**src/rtl/gpio_edge_event_detector_top_assert.svh**
```systemverilog
// ----------------------------------------------------------------------------
// GPIO edge event detector assertion macros
// Shared concurrent assertion forms, clocked on clk, disabled in reset.
// ----------------------------------------------------------------------------
`ifndef GPIO_EDGE_EVENT_DETECTOR_TOP_ASSERT_SVH
`define GPIO_EDGE_EVENT_DETECTOR_TOP_ASSERT_SVH

// same-cycle implication
`define GEDD_ASSERT_IMP(lbl, ante, cons) \
    lbl: assert property (@(posedge clk) disable iff (!rst_n) (ante) |-> (cons)) \
        else $error("gedd assertion failed");

// next-cycle implication
`define GEDD_ASSERT_NXT(lbl, ante, cons) \
    lbl: assert property (@(posedge clk) disable iff (!rst_n) (ante) |=> (cons)) \
        else $error("gedd assertion failed");

`endif

```
**src/rtl/gedd_pkg.sv**
```systemverilog
// ----------------------------------------------------------------------------
// GPIO edge event detector package
// Field widths, operation and register codes, lane control bundle.
// ----------------------------------------------------------------------------
package gedd_pkg;

    localparam int PIN_COUNT_DEFAULT = 32;
    localparam int STATUS_W          = 32;
    localparam int LEVEL_W           = 32;
    localparam int OP_W              = 2;
    localparam int INDEX_W           = 5;
    localparam int CFG_INDEX_W       = 2;
    localparam int CFG_DATA_W        = 32;

    typedef enum logic [OP_W-1:0] {
        OP_TICK  = 2'd0,
        OP_QUERY = 2'd1,
        OP_CLEAR = 2'd2
    } op_t;

    typedef enum logic [CFG_INDEX_W-1:0] {
        CFG_RISING_ENABLE  = 2'd0,
        CFG_FALLING_ENABLE = 2'd1,
        CFG_IRQ_ENABLE     = 2'd2
    } cfg_index_t;

    // per-pin control for one accepted transaction
    typedef struct packed {
        logic tick;
        logic clear;
        logic level;
        logic rise_en;
        logic fall_en;
    } lane_ctrl_t;

endpackage

```
**src/rtl/gpio_edge_event_detector_top.sv**
```systemverilog
// ----------------------------------------------------------------------------
// GPIO edge event detector
// Synchronous rising/falling edge events with sticky status for GPIO pins.
// ----------------------------------------------------------------------------
// Usage:
//   Input channel (in_valid/in_ready): operation, pin_levels, pin_index.
//   operation tick shifts pin_levels into each pin's two-sample history and
//   sets sticky event bits on low-high-high (rising enabled) or high-low-low
//   (falling enabled); query returns one pin's event bit; clear drops one bit.
//   Output channel (out_valid/out_ready): event_status, pin_event,
//   irq_pending, one result transaction per input transaction, in order.
//   The result is registered at the accept edge.
//   Throughput is one transaction per cycle while out_ready keeps up; one lane
//   per pin runs in parallel; the merge stage ends in a single output register.
//   When the receiver stalls, in_ready drops while a result is held, and
//   rises again in the cycle out_ready takes it.
//   Config channel (cfg_valid/cfg_ready) is always ready: index 0 rising
//   enable, 1 falling enable, 2 irq enable; other indexes are ignored.
//   Reset clears samples, event bits, enables and the output valid.
// ----------------------------------------------------------------------------
module gpio_edge_event_detector_top #(
    parameter int PIN_COUNT = gedd_pkg::PIN_COUNT_DEFAULT
) (
    input  logic                                 clk,
    input  logic                                 rst_n,
    input  logic                                 in_valid,
    output logic                                 in_ready,
    input  logic [gedd_pkg::OP_W-1:0]            operation,
    input  logic [gedd_pkg::LEVEL_W-1:0]         pin_levels,
    input  logic [gedd_pkg::INDEX_W-1:0]         pin_index,
    output logic                                 out_valid,
    input  logic                                 out_ready,
    output logic [gedd_pkg::STATUS_W-1:0]        event_status,
    output logic                                 pin_event,
    output logic                                 irq_pending,
    input  logic                                 cfg_valid,
    output logic                                 cfg_ready,
    input  logic [gedd_pkg::CFG_INDEX_W-1:0]     cfg_index,
    input  logic [gedd_pkg::CFG_DATA_W-1:0]      cfg_data
);

    localparam int LANES = (PIN_COUNT < gedd_pkg::STATUS_W) ? PIN_COUNT
                                                            : gedd_pkg::STATUS_W;

    logic [LANES-1:0] rise_en_reg;
    logic [LANES-1:0] fall_en_reg;
    logic             irq_en_reg;
    logic             accept;
    logic             is_tick;
    logic             is_clear;
    logic             is_query;
    logic [LANES-1:0] event_vec;

    assign cfg_ready = 1'b1;
    assign accept    = in_valid && in_ready;
    assign is_tick   = accept && (operation == gedd_pkg::OP_TICK);
    assign is_clear  = accept && (operation == gedd_pkg::OP_CLEAR);
    assign is_query  = (operation == gedd_pkg::OP_QUERY);

    always_ff @(posedge clk or negedge rst_n)
    begin
        if (!rst_n)
        begin
            rise_en_reg <= '0;
            fall_en_reg <= '0;
            irq_en_reg  <= 1'b0;
        end
        else if (cfg_valid)
        begin
            unique case (cfg_index)
                gedd_pkg::CFG_RISING_ENABLE:  rise_en_reg <= cfg_data[LANES-1:0];
                gedd_pkg::CFG_FALLING_ENABLE: fall_en_reg <= cfg_data[LANES-1:0];
                gedd_pkg::CFG_IRQ_ENABLE:     irq_en_reg  <= cfg_data[0];
                default:
                begin
                end
            endcase
        end
    end

    for (genvar i = 0; i < LANES; i++)
    begin : g_lane
        gedd_pkg::lane_ctrl_t ctrl;

        assign ctrl.tick    = is_tick;
        assign ctrl.clear   = is_clear && (pin_index == gedd_pkg::INDEX_W'(i));
        assign ctrl.level   = pin_levels[i];
        assign ctrl.rise_en = rise_en_reg[i];
        assign ctrl.fall_en = fall_en_reg[i];

        gedd_lane u_lane (
            .clk        (clk),
            .rst_n      (rst_n),
            .ctrl       (ctrl),
            .event_next (event_vec[i])
        );
    end

    gedd_merge #(
        .LANES (LANES)
    ) u_merge (
        .clk          (clk),
        .rst_n        (rst_n),
        .accept       (accept),
        .query        (is_query),
        .pin_index    (pin_index),
        .event_vec    (event_vec),
        .irq_enable   (irq_en_reg),
        .out_ready    (out_ready),
        .in_ready     (in_ready),
        .out_valid    (out_valid),
        .event_status (event_status),
        .pin_event    (pin_event),
        .irq_pending  (irq_pending)
    );

endmodule

```
**src/rtl/gedd_lane.sv**
```systemverilog
// ----------------------------------------------------------------------------
// GPIO edge event detector lane
// Two-deep sample history and sticky event bit for a single pin.
// ----------------------------------------------------------------------------
module gedd_lane (
    input  logic                  clk,
    input  logic                  rst_n,
    input  gedd_pkg::lane_ctrl_t  ctrl,
    output logic                  event_next
);

    logic last_reg;
    logic older_reg;
    logic event_reg;
    logic rise_hit;
    logic fall_hit;

    // low, high, high -> rise; high, low, low -> fall (oldest first)
    assign rise_hit = ~older_reg & last_reg & ctrl.level & ctrl.rise_en;
    assign fall_hit = older_reg & ~last_reg & ~ctrl.level & ctrl.fall_en;

    always_comb
    begin
        if (ctrl.clear)
        begin
            event_next = 1'b0;
        end
        else
        begin
            event_next = event_reg | (ctrl.tick & (rise_hit | fall_hit));
        end
    end

    always_ff @(posedge clk or negedge rst_n)
    begin
        if (!rst_n)
        begin
            last_reg  <= 1'b0;
            older_reg <= 1'b0;
            event_reg <= 1'b0;
        end
        else
        begin
            event_reg <= event_next;
            if (ctrl.tick)
            begin
                older_reg <= last_reg;
                last_reg  <= ctrl.level;
            end
        end
    end

`include "gpio_edge_event_detector_top_assert.svh"

    `GEDD_ASSERT_NXT(a_clear_drops_event, ctrl.clear, !event_reg)

endmodule

```
**src/rtl/gedd_merge.sv**
```systemverilog
// ----------------------------------------------------------------------------
// GPIO edge event detector merge stage
// Gathers lane event bits into the status word, pin select and interrupt,
// and holds the result in the output register.
// ----------------------------------------------------------------------------
module gedd_merge #(
    parameter int LANES = gedd_pkg::PIN_COUNT_DEFAULT
) (
    input  logic                              clk,
    input  logic                              rst_n,
    input  logic                              accept,
    input  logic                              query,
    input  logic [gedd_pkg::INDEX_W-1:0]      pin_index,
    input  logic [LANES-1:0]                  event_vec,
    input  logic                              irq_enable,
    input  logic                              out_ready,
    output logic                              in_ready,
    output logic                              out_valid,
    output logic [gedd_pkg::STATUS_W-1:0]     event_status,
    output logic                              pin_event,
    output logic                              irq_pending
);

    localparam int SW = gedd_pkg::STATUS_W;

    logic          out_valid_reg;
    logic [SW-1:0] status_reg;
    logic          pin_event_reg;
    logic          irq_reg;
    logic [SW-1:0] status_full;

    // pins past the lane count read as zero
    assign status_full = SW'(event_vec);
    assign in_ready    = !out_valid_reg || out_ready;

    always_ff @(posedge clk or negedge rst_n)
    begin
        if (!rst_n)
        begin
            out_valid_reg <= 1'b0;
        end
        else if (accept)
        begin
            out_valid_reg <= 1'b1;
        end
        else if (out_ready)
        begin
            out_valid_reg <= 1'b0;
        end
    end

    always_ff @(posedge clk)
    begin
        if (accept)
        begin
            status_reg    <= status_full;
            pin_event_reg <= query & status_full[pin_index];
            irq_reg       <= irq_enable & (|event_vec);
        end
    end

    assign out_valid    = out_valid_reg;
    assign event_status = status_reg;
    assign pin_event    = pin_event_reg;
    assign irq_pending  = irq_reg;

`include "gpio_edge_event_detector_top_assert.svh"

    `GEDD_ASSERT_IMP(a_no_accept_while_stalled, accept, !out_valid_reg || out_ready)
    `GEDD_ASSERT_IMP(a_irq_needs_event, out_valid_reg && irq_reg, status_reg != '0)
    `GEDD_ASSERT_IMP(a_pin_event_needs_event, out_valid_reg && pin_event_reg,
        status_reg != '0)

endmodule
```
**config.mk**
```make
export PLATFORM = sky130hd
export DESIGN_NAME = gpio_edge_event_detector_top
export DESIGN_NICKNAME = d
export VERILOG_FILES = /design/src/rtl/gedd_pkg.sv /design/src/rtl/gpio_edge_event_detector_top.sv /design/src/rtl/gedd_lane.sv /design/src/rtl/gedd_merge.sv
export VERILOG_INCLUDE_DIRS = /design/src /design/src/rtl
export SDC_FILE = /design/constraint.sdc
export NUM_CORES = 1
export LEC_CHECK = 0
export CAP_MARGIN = 25
export CORE_ASPECT_RATIO = 0.5
export CORE_MARGIN = 4
export CORE_UTILIZATION = 50
export CTS_CLUSTER_SIZE = 10
export DETAILED_ROUTE_END_ITERATION = 7
export DONT_BUFFER_PORTS = 1
export GPL_TIMING_DRIVEN = 0
export PLACE_DENSITY = 0.68
export SLEW_MARGIN = 20
export SYNTH_ARGS = -nofsm -noshare
export SYNTH_HDL_FRONTEND = slang
export SYNTH_HIERARCHICAL = 1
export SYNTH_SLANG_ARGS = --single-unit
```
**constraint.sdc**
```tcl
create_clock -name clk -period 9.1 [get_ports clk]
set_clock_uncertainty 0.05 [all_clocks]
set_input_delay 0 -clock clk [delete_from_list [all_inputs] [get_ports clk]]
set_output_delay 0 -clock clk [all_outputs]
set_load 0.01 [all_outputs]
```
==> impl_metrics.csv <==
group,metric,value,unit
status,status,"finished, final reports clean",
power_and_ir_drop,power_per_cell_area,217,nW/µm²
worst_hold_path,timing.hold.worst.class,"input port to flip-flop",
critical_path,critical_path.reg2reg.startpoint,"u_merge/out_valid$_DFFE_PN0P_",
detailed_routing,routed_via_density,5.62,
critical_path,number_of_cells_on_the_worst_reg_to_reg_path,15,
synth,synthDominantAreaCellType,"sky130_fd_sc_hd__dfrtp_1",
die,die_area,19600,µm²
timing,remaining_max_slew_budget_at_the_tightest_pin,0.454,
critical_path,cp-start-kind,"flip-flop",
critical_path,setup.worst_path.end_class,"flip-flop",
critical_path,timing.critical_path.required,9.35,ns
timing,max_freq,0.195,GHz
synth,ys_warn_count,6,
timing,finalCriticalPeriod,5.13,ns
grt,grt_first_pass_wirelength,32200,µm
place,place.detailed.hpwl,13400,µm
cts,clock_sinks,196,
critical_path,crit_path_top_delay_cell,"sky130_fd_sc_hd__dlygate4sd3_1",
detailed_routing,post_drt_antenna_nets,0,
synth,synth-edff-count,34,
grt,initial_antenna_violation_count,0,
synth,syn-num-nets,666,
synth,postSynthAreaPerCell,14.7,µm²
grt,vias_in_the_first_global_route,5647,
synth,register_area_share_after_synthesis,0.588,
synth,netlist-cell-type-count,41,
critical_path,worst_path_fanout_max,19,
timing,rsz0062_at_grt,"false",
die,coreArea,16600,µm²
timing,finalHoldWorstSlack,0.0160,ns
timing,worst_slew_pin_slew,0.819,ns
detailed_routing,drt-total-wl,19800,µm
critical_path,critical_path.top_delay_family,"buffers and inverters",
layout,area_growth,22.6,%
grt,global_route.usage.total,0.214,
synth,top_cells_by_area_in_the_synthesized_netlist,"sky130_fd_sc_hd__dfrtp_1, sky130_fd_sc_hd__edfxtp_1, sky130_fd_sc_hd__mux2_1",
worst_hold_path,hp-start,"pin_levels[18]",
power_and_ir_drop,worst_ir_drop_vdd,0.000130,V
layout,finish.cell_count_without_fillers,945,
critical_path,regToRegEndpoint,"u_merge/pin_event$_DFFE_PP_",
detailed_routing,pre_antenna_drt_iters,4,
flow_run,max_cap_viol_count,0,
detailed_routing,drt_iter0_drc,215,
layout,utilization,0.636,
power_and_ir_drop,leakage,4.39,nW
critical_path,critical_path_arrival,5.38,ns
layout,area_used_by_multi_input_combinational_logic,3310,µm²
cts,cts_post_setup_buffers_inserted,0,
layout,n_fill_cell,1262,
cts,clkLatencyLatePin,0.44,ns
timing,timing.final.setup_violations,0,
grt,grt_start_max_net_pins,163,
die,rows,33,
layout,final_area,10600,µm²
synth,post_synth_instance_area,8630,µm²
timing,final_max_slew_viol_count,0,
critical_path,critical_setup_path_class,"flip-flop to flip-flop",
place,dp.cells,822,
layout,seq_area,5070,µm²
detailed_routing,drc,0,
grt,gr-usage-met2,0.345,
critical_path,worst_path_largest_cell_delay,0.89,ns
grt,grt_most_used_layer,"met2",
cts,cts.path.max_buffers,2,
cts,cts_root_buffer,"sky130_fd_sc_hd__clkbuf_16",
cts,clock_tree.htree_level_count,4,
cts,cts_inserted_buffers,17,
place,post_dp_cell_area,9030,µm²
place,finalWeightedCongestion,0.815,
critical_path,cp.buffers_inverters,6,
synth,synth_seq_cells,196,
layout,design.final.nets,783,
layout,n_antenna_cell,0,
die,initial_utilization,0.519,
die,die-height,101,µm
die,pin_count,115,
place,port_buffers,0,
grt,globalRouteOverflowTotal,0,
cts,cts.reportedPaths.clkPinSlew,0.08,ns
detailed_routing,total_number_of_vias,5311,
timing,final_hold_viol_count,0,
worst_hold_path,holdPathStages,3,
detailed_routing,wl_per_cell,20.9,µm
timing,finalCritPeriodShare,0.564,
synth,synthesis.instances,588,
synth,synthFlopType,"sky130_fd_sc_hd__dfrtp_1",
layout,final_layout_size_suffix_gt1_frac,0.219,
synth,ys_async_sr_fraction,0.827,
cts,tritoncts,"yes",
grt,groute.layer.met1.usage,0.303,
worst_hold_path,whs_endpoint,"g_lane[18].u_lane/event_reg$_DFF_PN0_",
die,floorplan.die.width,194,µm
critical_path,crit_path_cell_trace,"nand2b_1 -> and2_2 -> buf_16 -> nor3b_4 -> dlygate4sd3_1 -> buf_8 -> buf_6 -> buf_8 -> o21ai_1 -> a21oi_2 -> mux4_1 -> mux2_2 -> nor3b_1 -> a311oi_1 -> dlygate4sd3_1",
grt,grtUsageMet3,0.0451,
synth,synth_top_cell_area_share,0.470,
critical_path,regToRegSetupSlack,3.97,ns
-- metrics by stage --
step	setup slack, ns	setup TNS, ns	total power (W)
after floorplan	2.65	0	0.00139
after CTS	3.92	0	0.00232
final	3.97	0	0.00230
after global routing	3.71	0	0.00242
after global placement	-0.878	-1.87	0.00144
after detailed placement	5.14	0	0.00147
-- area by class of cell --
type | instances | area share
plain buffers | 18 | 0.0127
clock buffers | 17 | 0.0402
clock inverters | 15 | 0.0176
inverters | 33 | 0.0117
multi-input cells | 341 | 0.313
flip-flops and latches | 196 | 0.480
well taps | 227 | 0.0269
repair buffers | 98 | 0.0982
-- cells in the final DEF (no fill, tap or decap), types with 4 or more instances in the layout --
cell type / netlist / final
sky130_fd_sc_hd__a21oi_2: 32 / 32
sky130_fd_sc_hd__edfxtp_1: 34 / 34
sky130_fd_sc_hd__nor3_1: 20 / 20
sky130_fd_sc_hd__and4bb_1: 32 / 32
sky130_fd_sc_hd__mux2_1: 66 / 66
sky130_fd_sc_hd__clkbuf_16: 0 / 17
sky130_fd_sc_hd__buf_4: 5 / 5
sky130_fd_sc_hd__dfrtp_1: 162 / 162
sky130_fd_sc_hd__inv_6: 0 / 4
sky130_fd_sc_hd__o21ai_1: 32 / 32
sky130_fd_sc_hd__buf_6: 2 / 4
sky130_fd_sc_hd__mux2_2: 66 / 66
sky130_fd_sc_hd__buf_8: 0 / 4
sky130_fd_sc_hd__inv_8: 0 / 5
sky130_fd_sc_hd__mux4_1: 6 / 6
sky130_fd_sc_hd__inv_1: 33 / 33
sky130_fd_sc_hd__and4b_1: 32 / 32
sky130_fd_sc_hd__dlygate4sd3_1: 0 / 90
sky130_fd_sc_hd__nor4_1: 20 / 20
sky130_fd_sc_hd__nand2b_1: 6 / 6
sky130_fd_sc_hd__clkbuf_1: 5 / 5
-- worst max-delay path by stage --
stage	from	end	slack, ns	cells after the start
6_report	u_merge/out_valid$_DFFE_PN0P_	u_merge/pin_event$_DFFE_PP_	3.97	15
5_1_grt	u_merge/out_valid$_DFFE_PN0P_	u_merge/pin_event$_DFFE_PP_	3.71	15
4_1_cts	u_merge/out_valid$_DFFE_PN0P_	u_merge/pin_event$_DFFE_PP_	3.92	15
3_5_place_dp	u_merge/out_valid$_DFFE_PN0P_	u_merge/pin_event$_DFFE_PP_	5.14	13
3_3_place_gp	u_merge/out_valid$_DFFE_PN0P_	u_merge/pin_event$_DFFE_PP_	-0.88	9
2_1_floorplan	u_merge/out_valid$_DFFE_PN0P_	u_merge/pin_event$_DFFE_PP_	2.65	9
-- logic make-up (layout without fill, tap and decap cells) --
kind of cell           count (synthesis)  after routing  synth area share
buffers and inverters                 51            181            0.0299
AOI/OAI and AO/OA                     69             69            0.0554
and+or+nand+nor                      130            130             0.131
DFF                                  196            196             0.588
other                                  1              1          0.000435
muxes                                141            141             0.195
-- metal layers --
layer | vias to the layer above | share of wire
met5 | - | 0
li1 | 2485 | -
met4 | 0 | 0.010
met2 | 96 | 0.47
met1 | 2714 | 0.49
met3 | 16 | 0.038
-- where the power goes --
group | switching, W | total (W) | internal, W
sequential | 0.000104 | 0.00118 | 0.00108
combinational | 0.000132 | 0.000332 | 0.000200
clock | 0.000365 | 0.000786 | 0.000420
-- cell usage after synthesis, types with 3 or more instances --
cell type	count
sky130_fd_sc_hd__clkbuf_8	3
sky130_fd_sc_hd__nand3b_1	3
sky130_fd_sc_hd__and4b_1	32
sky130_fd_sc_hd__buf_4	5
sky130_fd_sc_hd__dfrtp_1	162
sky130_fd_sc_hd__a21oi_2	32
sky130_fd_sc_hd__mux4_1	6
sky130_fd_sc_hd__inv_1	33
sky130_fd_sc_hd__clkbuf_1	5
sky130_fd_sc_hd__nand2b_1	6
sky130_fd_sc_hd__nor4_1	20
sky130_fd_sc_hd__o21ai_1	32
sky130_fd_sc_hd__nor3_1	20
sky130_fd_sc_hd__and4bb_1	32
sky130_fd_sc_hd__edfxtp_1	34
sky130_fd_sc_hd__nand2_1	3
sky130_fd_sc_hd__mux2_1	66
sky130_fd_sc_hd__mux2_2	66
-- tightest hold or removal path, delay by kind of cell --
family / cells / cell delay (ns)
AOI/OAI and AO/OA: 2 / 0.28
and+or+nand+nor: 1 / 0.16
-- repair_timing --
item | 4_1_cts | 5_1_grt
endpoints found under the hold margin | 298 | 0
hold buffers | 91 | 0
resized for setup | 0 | 0
(Power assumes the default switching activity.)
